**src/rtl/core/tksk_pkg.sv**
```systemverilog
// Shared types, constants and helpers for the top-k score keeper.
// No dependencies; imported by every module of the block.
package tksk_pkg;

  localparam int MAX_ENTRIES = 16;
  localparam int CNT_W       = $clog2(MAX_ENTRIES + 1);
  localparam int LIMIT_W     = 5;
  localparam int IDX_W       = 4;
  localparam int WORD_W      = 32;

  typedef enum logic [1:0] {
    CMD_INSERT = 2'd0,
    CMD_READ   = 2'd1,
    CMD_CLEAR  = 2'd2
  } cmd_t;

  typedef struct packed {
    logic signed [WORD_W-1:0] score;
    logic [WORD_W-1:0]        x;
    logic [WORD_W-1:0]        y;
  } entry_t;

  typedef struct packed {
    logic load_new;
    logic load_prev;
  } cell_ctl_t;

  // Clamp a written limit into 1..MAX_ENTRIES.
  function automatic logic [CNT_W-1:0] clamp_limit(logic [LIMIT_W-1:0] v);
    logic [CNT_W-1:0] r;
    if (v == '0) begin
      r = CNT_W'(1);
    end else if (32'(v) > MAX_ENTRIES) begin
      r = CNT_W'(MAX_ENTRIES);
    end else begin
      r = CNT_W'(v);
    end
    return r;
  endfunction

  function automatic logic [CNT_W-1:0] count_ones(logic [MAX_ENTRIES-1:0] v);
    logic [CNT_W-1:0] n;
    n = '0;
    for (int i = 0; i < MAX_ENTRIES; i++) begin
      n = n + CNT_W'(v[i]);
    end
    return n;
  endfunction

endpackage

```
**src/rtl/core/tksk_cell.sv**
```systemverilog
// One list slot of the score keeper: holds an entry, compares it against
// the incoming score and loads either the new entry or its upper neighbor's.
// Depends on tksk_pkg.
module tksk_cell
  import tksk_pkg::*;
(
  input  logic                     clk,
  input  logic                     occupied,
  input  logic signed [WORD_W-1:0] new_score,
  input  entry_t                   new_entry,
  input  entry_t                   prev_entry,
  input  cell_ctl_t                ctl,
  output logic                     keep_above,
  output entry_t                   entry
);

  // Held entry stays ahead of the newcomer on equal or higher score.
  assign keep_above = occupied && (entry.score >= new_score);

  always_ff @(posedge clk) begin
    if (ctl.load_new) begin
      entry <= new_entry;
    end else if (ctl.load_prev) begin
      entry <= prev_entry;
    end
  end

endmodule

```
**src/rtl/core/top_k_score_keeper_top.sv**
```systemverilog
// Top level of the top-k score keeper: cell chain, control and result register.
// Depends on tksk_pkg and tksk_cell.
//
// Keeps up to list_limit entries (score, x, y) sorted by descending score in
// a chain of MAX_ENTRIES cells, cell 0 holding the best. On every command
// (insert, read, clear) all cells compare their score with the incoming one
// in parallel, and on an insert each cell either holds, loads the new entry,
// or loads its upper neighbor's entry, so the list shifts down by one below
// the insert point in the same cycle. The result is registered and appears
// the cycle after the input transfer; a new input is taken whenever the
// result register is empty or is being drained, so the block sustains one
// command per cycle while out_ready stays high. An insert that would land at
// or beyond the limit is dropped; equal scores go behind existing ones. Write
// list_limit (0 counts as 1, values above MAX_ENTRIES count as MAX_ENTRIES)
// only while the block is idle; the held count is cut down to the new limit
// at once. Cells beyond the held count carry stale data and are never shown.
module top_k_score_keeper_top
  import tksk_pkg::*;
(
  input  logic                     clk,
  input  logic                     rst,
  // configuration
  input  logic                     list_limit_we,
  input  logic [LIMIT_W-1:0]       list_limit,
  // command channel
  input  logic                     in_valid,
  output logic                     in_ready,
  input  logic [1:0]               cmd,
  input  logic signed [WORD_W-1:0] new_score,
  input  logic [WORD_W-1:0]        new_x,
  input  logic [WORD_W-1:0]        new_y,
  input  logic [IDX_W-1:0]         read_index,
  // result channel
  output logic                     out_valid,
  input  logic                     out_ready,
  output logic                     accepted,
  output logic [IDX_W-1:0]         placed_at,
  output logic [CNT_W-1:0]         held_count,
  output logic                     entry_valid,
  output logic signed [WORD_W-1:0] entry_score,
  output logic [WORD_W-1:0]        entry_x,
  output logic [WORD_W-1:0]        entry_y
);

  logic [CNT_W-1:0]       limit;
  logic [CNT_W-1:0]       limit_next;
  logic [CNT_W-1:0]       held;
  logic [CNT_W-1:0]       held_next;
  logic [MAX_ENTRIES-1:0] keep_above;
  logic [MAX_ENTRIES-1:0] occupied;
  cell_ctl_t              ctl [MAX_ENTRIES];
  entry_t                 cells [MAX_ENTRIES];
  entry_t                 new_entry;
  entry_t                 rd_entry;
  logic [CNT_W-1:0]       pos;
  logic                   fire;
  logic                   do_insert;
  logic                   rd_hit;

  assign in_ready  = !out_valid || out_ready;
  assign fire      = in_valid && in_ready;
  assign new_entry = '{score: new_score, x: new_x, y: new_y};

  // Insert point: number of held entries that stay ahead (a prefix).
  assign pos       = count_ones(keep_above);
  assign do_insert = fire && (cmd == CMD_INSERT) && (pos < limit);

  always_comb begin
    for (int i = 0; i < MAX_ENTRIES; i++) begin
      occupied[i] = 32'(i) < 32'(held);
    end
  end

  // Cell control: hold above the insert point, load new at it, shift below.
  always_comb begin
    ctl[0].load_new  = do_insert && !keep_above[0];
    ctl[0].load_prev = 1'b0;
    for (int i = 1; i < MAX_ENTRIES; i++) begin
      ctl[i].load_new  = do_insert && !keep_above[i] && keep_above[i-1];
      ctl[i].load_prev = do_insert && !keep_above[i] && !keep_above[i-1];
    end
  end

  for (genvar g = 0; g < MAX_ENTRIES; g++) begin : g_cell
    tksk_cell u_cell (
      .clk        (clk),
      .occupied   (occupied[g]),
      .new_score  (new_score),
      .new_entry  (new_entry),
      .prev_entry ((g == 0) ? new_entry : cells[(g == 0) ? 0 : g - 1]),
      .ctl        (ctl[g]),
      .keep_above (keep_above[g]),
      .entry      (cells[g])
    );
  end

  // Read port: select the addressed cell.
  assign rd_hit = (32'(read_index) < 32'(held)) && (32'(read_index) < MAX_ENTRIES);

  always_comb begin
    rd_entry = '0;
    for (int i = 0; i < MAX_ENTRIES; i++) begin
      if (32'(i) == 32'(read_index)) begin
        rd_entry = cells[i];
      end
    end
  end

  // Held count after this command; a limit write trims it at once.
  always_comb begin
    limit_next = limit;
    held_next  = held;
    if (fire) begin
      unique case (cmd)
        CMD_INSERT: begin
          if (do_insert && (held < limit)) begin
            held_next = held + CNT_W'(1);
          end
        end
        CMD_CLEAR: held_next = '0;
        default:   held_next = held;
      endcase
    end
    if (list_limit_we) begin
      limit_next = clamp_limit(list_limit);
      if (held > limit_next) begin
        held_next = limit_next;
      end
    end
  end

  always_ff @(posedge clk) begin
    if (rst) begin
      limit <= clamp_limit(LIMIT_W'(16));
      held  <= '0;
    end else begin
      limit <= limit_next;
      held  <= held_next;
    end
  end

  // Result register: advance on transfer, drop the valid once taken.
  always_ff @(posedge clk) begin
    if (rst) begin
      out_valid <= 1'b0;
    end else if (fire) begin
      out_valid <= 1'b1;
    end else if (out_ready) begin
      out_valid <= 1'b0;
    end
  end

  always_ff @(posedge clk) begin
    if (fire) begin
      accepted    <= do_insert;
      placed_at   <= do_insert ? IDX_W'(pos) : '0;
      held_count  <= held_next;
      entry_valid <= (cmd == CMD_READ) && rd_hit;
      if ((cmd == CMD_READ) && rd_hit) begin
        entry_score <= rd_entry.score;
        entry_x     <= rd_entry.x;
        entry_y     <= rd_entry.y;
      end else begin
        entry_score <= '0;
        entry_x     <= '0;
        entry_y     <= '0;
      end
    end
  end

endmodule
```
**config.mk**
```make
export PLATFORM = sky130hd
export DESIGN_NAME = top_k_score_keeper_top
export DESIGN_NICKNAME = d
export VERILOG_FILES = /design/src/rtl/core/tksk_pkg.sv /design/src/rtl/core/tksk_cell.sv /design/src/rtl/core/top_k_score_keeper_top.sv
export SDC_FILE = /design/constraint.sdc
export NUM_CORES = 2
export LEC_CHECK = 0
export BUFFER_PORTS_ARGS = -buffer_cell sky130_fd_sc_hd__buf_2
export CAP_MARGIN = 20
export CORE_ASPECT_RATIO = 1.75
export CORE_MARGIN = 2
export CORE_UTILIZATION = 40
export CTS_CLUSTER_SIZE = 14
export DETAILED_ROUTE_END_ITERATION = 8
export GPL_ROUTABILITY_DRIVEN = 1
export HOLD_SLACK_MARGIN = 0.1
export PLACE_DENSITY = 0.67
export SLEW_MARGIN = 20
export SYNTH_ARGS = -nofsm -noshare
export SYNTH_HDL_FRONTEND = slang
export SYNTH_SLANG_ARGS = --single-unit
```
**constraint.sdc**
```tcl
create_clock -name clk -period 16.4 [get_ports clk]
set_input_delay 2.46 -clock clk [delete_from_list [all_inputs] [get_ports clk]]
set_output_delay 2.46 -clock clk [all_outputs]
set_load 0.05 [all_outputs]
```
Yosys cells after proc, flatten, opt, wreduce, memory -nomap -nowiden
Cells that the tools add are included.
- output and inout port bits: 109
- word-level logic and storage cells: 288
- flip-flop bits (word level): 1654
- input bits: 112
- equal/unequal tests: 17
- $lt $le $gt $ge: 37
- mux-type cells: 56
- reductions and logical operators: 104
- add/subtract/negate cells: 16
- operator list (cell ; count):
    $mux W96 ; 46
    $ge A32 B32 Y1 ; 16
    $logic_and A1 B1 Y1 ; 67
    $add A5 B1 Y5 ; 11
    $lt A4 B5 Y1 const A ; 8
    $mux W5 ; 7
    $eq A4 B4 Y1 const A ; 8
    $reduce_bool A2 Y1 ; 16
    $lt A3 B5 Y1 const A ; 4
    $logic_not A1 Y1 ; 17
    $eq A3 B4 Y1 const A ; 4
    $lt A1 B5 Y1 const A ; 2
    $lt A2 B5 Y1 const A ; 2
    $lt A5 B5 Y1 ; 2
    $pmux W5 S2 ; 1
    $eq A2 B4 Y1 const A ; 2
    $add A4 B1 Y5 ; 1
    $add A5 B1 Y5 const B ; 1
    $gt A5 B5 Y1 ; 1
    $gt A5 B5 Y1 const B ; 1
    $logic_not A5 Y1 ; 1
    $lt A4 B5 Y1 ; 1
    $add A3 B1 Y4 ; 1
    $eq A1 B4 Y1 const A ; 1
    8 further kinds ; 9

Longest topological paths before layout
- depth after elaboration: 25
- mapped depth: 33
- depth with buffers taken out: 28

Modules after synthesis
From an unflattened synthesis, not the netlist that was laid out.
- cells, all modules: 7280
- area total of the unflattened synthesis: 96500.1 um2
- modules (own cells, without submodules) (module ; times used ; cells each ; area each (um2) ; seq. area each (um2)):
    tksk_cell ; 16 ; 314 ; 4840.9 ; 2882.8
    top_k_score_keeper_top ; 1 ; 2256 ; 19045.8 ; 3433.3

Least setup slack after synthesis
OpenSTA, ideal clock, no wires.
- path type: in2reg
- start: in new_score[14]
- end: reg g_cell[1].u_cell.entry[55] (netlist name), data pin
- data required time: 16.140 ns
- library setup time: 0.260 ns
- cell stages on the path: 28
- arrival: 13.751 ns
- slack: 2.389 ns
- path buffers: 4
- path through: clkbuf_1 > inv_1 > ha_1 > and4_1 > a21oi_1 > o2111ai_1 > o31a_1 > nor4b_1 > o31ai_1 > fa_1 > fa_1 > inv_1 > fa_1 > inv_1 > fa_1 > ha_1 > fa_1 > xor2_1 > ha_1 > a21oi_1 > o21ai_0 > a31o_2 > a21oi_1 > nand2b_1 > clkbuf_1 > buf_2 > buf_2 > mux2_2
- word-level cells in the longest chain between the ends: 22
- elaborated cells between the ends (all ways): 53
- those cells by class: add/sub (15); order compare (17); mux (1); reduce/logical (20)
- RTL lines (item ; line ; source):
    start, declared ; top_k_score_keeper_top.sv:29 ; input logic signed [WORD_W-1:0] new_score,
    $ge A32 B32 Y1 ; tksk_cell.sv:18 ; assign keep_above = occupied && (entry.score >= new_score);
    $logic_and A1 B1 Y1 ; tksk_cell.sv:18 ;
    $add A1 B1 Y2 ; tksk_pkg.sv:45 ; n = n + CNT_W'(v[i]);
    $add A2 B1 Y3 ; tksk_pkg.sv:45 ;
    $add A3 B1 Y4 ; tksk_pkg.sv:45 ;
    $add A4 B1 Y5 ; tksk_pkg.sv:45 ;
    $add A5 B1 Y5 (10 in a row) ; tksk_pkg.sv:45 ;
    $add A5 B1 Y5 (*) ; tksk_pkg.sv:45 ;
    named net pos[2] ; top_k_score_keeper_top.sv:55 ; logic [CNT_W-1:0] pos;
    $lt A5 B5 Y1 (*) ; top_k_score_keeper_top.sv:66 ; assign do_insert = fire && (cmd == CMD_INSERT) && (pos < limit);
    $logic_and A1 B1 Y1 (*) ; top_k_score_keeper_top.sv:66 ;
    $logic_and A1 B1 Y1 (*) (2 in a row) ; top_k_score_keeper_top.sv:79 ; ctl[i].load_new = do_insert && !keep_above[i] && keep_above[i-1];
    $mux W96 (*) ; tksk_cell.sv:21 ; if (ctl.load_new) begin
    end signal, assigned ; tksk_cell.sv:22 ; entry <= new_entry;
    end signal, assigned ; tksk_cell.sv:24 ; entry <= prev_entry;
    end, declared ; tksk_cell.sv:14 ; output entry_t entry
The timed path passes the listed nets; every way through them passes the cells marked *.
A chain may end at the register's enable or synchronous reset.

Worst setup path in the final report
- start: in new_score[31]
- end: reg g_cell[14].u_cell.entry[70] (netlist name), data pin
- word-level cells in the longest chain between the ends: 22
- elaborated cells between the ends (all ways): 53
- those cells by class: add/sub (15); order compare (17); mux (1); reduce/logical (20)
- RTL lines (item ; line):
    $ge A32 B32 Y1 ; tksk_cell.sv:18
    $logic_and A1 B1 Y1 ; tksk_cell.sv:18
    $add A1 B1 Y2 ; tksk_pkg.sv:45
    $add A2 B1 Y3 ; tksk_pkg.sv:45
    $add A3 B1 Y4 ; tksk_pkg.sv:45
    $add A4 B1 Y5 ; tksk_pkg.sv:45
    $add A5 B1 Y5 (10 in a row) ; tksk_pkg.sv:45
    $add A5 B1 Y5 (*) ; tksk_pkg.sv:45
    named net pos[2] ; top_k_score_keeper_top.sv:55
    $lt A5 B5 Y1 (*) ; top_k_score_keeper_top.sv:66
    $logic_and A1 B1 Y1 (*) ; top_k_score_keeper_top.sv:66
    $logic_and A1 B1 Y1 (*) (2 in a row) ; top_k_score_keeper_top.sv:79
    $mux W96 (*) ; tksk_cell.sv:21
    end signal, assigned ; tksk_cell.sv:22
    end signal, assigned ; tksk_cell.sv:24
    end, declared ; tksk_cell.sv:14
Marked as above.

==> results.yml <==
setup_path:
  crit_buf_inv: 8
  crit_type: "primary input to flip-flop"
  crit_fanout: 54
  max_stage_delay_ns: 0.88
  crit_top_cell: "fa_1"
  end_kind: "flip-flop"
  critPathTopFamily: "adder cells"
  slowest_stage: "and2_4"
  cp.arrival_ns: 13.63
  start_kind: "primary input"
  required_ns: 16.98
run:
  max-cap-violations: 0
sta:
  max_slew.worst_pin.slew_ns: 1.47
  period_minus_slack_ns: 13.05
  finalHoldViolations: 0
  finalClockSkew_ns: 0.0726
  slew_violations: 0
  rsz0062_at_grt: "false"
  timing.fmax_mhz: 76.6
  setup-violations-final: 0
  setup_ws_ns: 3.35
  setup_tns_ns: 0
  finalCritPeriodShare_pct: 79.6
  slew-limit-headroom_pct: 1.99
worst_hold_path:
  min_path_type: "flip-flop to flip-flop"
drt:
  drtIter0Drc: 9120
  ant_nets: 0
  drtPass1Iterations: 7
  drt-total-wl_mm: 407
  wl_per_cell_um: 40.6
  drc_errors: 0
  via_per_inst: 6.79
  num_vias: 68200
power_and_ir_drop:
  ir_worst_vdd_mv: 0.0918
  p_per_area_nw_per_um2: 99.7
  p_leak_nw: 35.3
place:
  dp_slack_ns: 2.68
  portBuffers: 220
  gp_congestion: 1.04
  dp_hpwl_mm: 258
synthesis:
  synth-edff-count: 1643
  avgSynthCellArea_sq_um: 13.6
  synth-async-reset-ratio_pct: 0
  yosys_register_bits: 1654
  syn_inst: 6744
  synth_top_area_cell: "edfxtp_1"
  synth_nets: 7400
  ys.flop_type: "edfxtp_1"
  ys_types: 86
  synth_most_common_cell: "edfxtp_1"
  syn_area_sq_um: 92000
  synth.area.top_cells: "edfxtp_1 (54%), mux2_2 (18%), ha_1 (7.3%)"
  synth_top_area_share_pct: 53.6
  netlist_top_cells_count: "edfxtp_1 (1643), mux2_2 (1463), ha_1 (534)"
  yosys_warnings: 0
  synth.yosys.seq_area_share_pct: 53.8
die:
  start_util_pct: 40.1
  die_x_um: 367
  io_pins: 221
  die_area_sq_um: 234000
  die_h_um: 639
  core_area_sq_um: 229000
  num_rows: 233
clock_tree:
  ctsResizeCount: 0
  cts_sinks: 1654
  cts.path.max_buffers: 4
  cts_tree: "yes"
  cts_setup_buffers: 0
  h-tree-depth: 4
  clk_pin_slew_worst_paths_ns: 0.07
  clock_latency_ns: 0.89
  numCtsBuffers: 170
  holdBufCountCts: 0
  cts_root_buffer: "clkbuf_16"
global_route:
  grt_pass1_wl_mm: 555
  overflow: 0
  grtUsageTotal_pct: 33.9
  grt_pass1_vias: 67300
  antenna_found_initial: 66
  grt_max_degree: 99
finish:
  layout.nets: 7485
  area_growth_pct: 11.0
  fillCellCount: 20700
  drive_above_1_share_pct: 32.5
run_status:
  run_status: "finished, final reports clean"
-- path summary, 6_finish.rpt --
path / start / to / slack (ns) / depth (start not counted)
max reg2reg: g_cell[1].u_cell.entry[95] / g_cell[14].u_cell.entry[70] / 5.06 / 25
min reg2reg: g_cell[13].u_cell.entry[63] / g_cell[14].u_cell.entry[63] / 0.53 / 1
max: new_score[31] / g_cell[14].u_cell.entry[70] / 3.35 / 28
min: g_cell[13].u_cell.entry[63] / g_cell[14].u_cell.entry[63] / 0.53 / 1
-- worst register-to-register path: stages (launching register included) --
cell      delay [ns]
edfxtp_1        0.58
ha_1            0.46
nand4_1         0.45
nor4_1          0.62
buf_4           0.35
o311ai_0        0.41
nand4_1         0.46
nand2_1         0.23
fa_1            0.53
fa_1            0.52
fa_1            0.56
inv_1           0.06
fa_1            0.47
ha_1            0.24
fa_1            0.40
xor2_1          0.24
ha_1            0.28
a21oi_1         0.14
o21ai_0         0.12
a31o_2          0.25
buf_4           0.30
inv_1           0.58
and2_4          0.79
and2_4          0.95
buf_12          0.47
mux2_2          0.59
-- report_power, final --
| group | switching (mW) | leakage [nW] | internal, mW |
|---|---|---|---|
| logic | 0.939 | 17.6 | 0.419 |
| clock network | 1.77 | 2.47 | 2.06 |
| registers | 0.126 | 15.2 | 4.87 |
| total | 2.83 | 35.3 | 7.35 |
-- per-layer routing --
layer | up-vias | track usage, % | part of all wire, %
li1 | 27100 | - | -
met1 | 34600 | 38.6 | 34
met2 | 4931 | 54.5 | 47
met3 | 1505 | 6.62 | 9.6
met4 | 22 | 29.6 | 10
met5 | - | 0 | 0.037
-- cell type report --
class | count | area, sq um | share of cell area (%)
antenna | 35 | 87.6 | 0.0858
clock buffer | 215 | 4500 | 4.40
clock inverter | 75 | 579 | 0.567
inverter | 101 | 382 | 0.374
multi-input combinational | 4497 | 40400 | 39.6
sequential | 1654 | 49600 | 48.5
tap | 3055 | 3820 | 3.74
timing repair buffer | 405 | 2810 | 2.75
-- metrics by stage --
| step | cell area (sq um) | util [%] | instances | total power, mW | hold WS [ns] |
|---|---|---|---|---|---|
| final | 102000 | 44.5 | 10000 | 10.2 | 0.531 |
| after detailed placement | 96900 | 42.2 | 9710 | 6.39 | 0.504 |
| after floorplan | 92000 | - | 6744 | 5.80 | 0.460 |
| after global routing | 102000 | 44.5 | 10000 | 10.4 | 0.559 |
| after global placement | 96800 | 42.2 | 9706 | 6.37 | 0.494 |
| after CTS | 102000 | 44.4 | 10000 | 10.2 | 0.527 |
-- cells in the final DEF, fill, tap and decap left out, types with 19 or more instances in the layout --
master	count
clkbuf_1	41
o221ai_1	19
ha_1	534
o211ai_1	22
nor2_4	29
or3_1	47
a222oi_1	50
a31oi_1	23
a22oi_1	122
a21oi_1	367
o22ai_1	114
clkbuf_16	173
o21ai_0	266
nand4_1	100
mux2i_1	113
a221oi_1	121
diode_2	35
buf_2	217
and2_1	19
buf_4	163
nor2b_1	28
a21o_1	52
mux2_2	1463
edfxtp_1	1643
clkinv_1	39
nand2_1	208
nand3_1	92
nor2_1	197
inv_1	99
a211oi_1	62
nor3_1	55
buf_12	22
mux4_2	57
-- cell families (layout without fill, tap and decap cells) --
kind of cell    count (synthesis)  after routing  share of synthesized area, %
simple gates                  903            903                          4.90
flops                        1654           1654                          53.8
mux                          1656           1656                          20.8
xor+xnor                        3              3                        0.0286
compound gates               1391           1391                          10.0
buf+inv                       593            796                          2.88
fa+ha+maj                     544            544                          7.48
other cells                     0             35                             0
-- registers in the layout, summed over array words and instances, names as in the netlist, 4 cells and up --
| name | flops |
|---|---|
| g_cell.u_cell.entry | 1536 |
| entry_score | 32 |
| entry_x | 32 |
| entry_y | 32 |
| held | 5 |
| held_count | 5 |
| limit | 5 |
| placed_at | 4 |
Note: power is estimated with default switching activity, not from simulation.
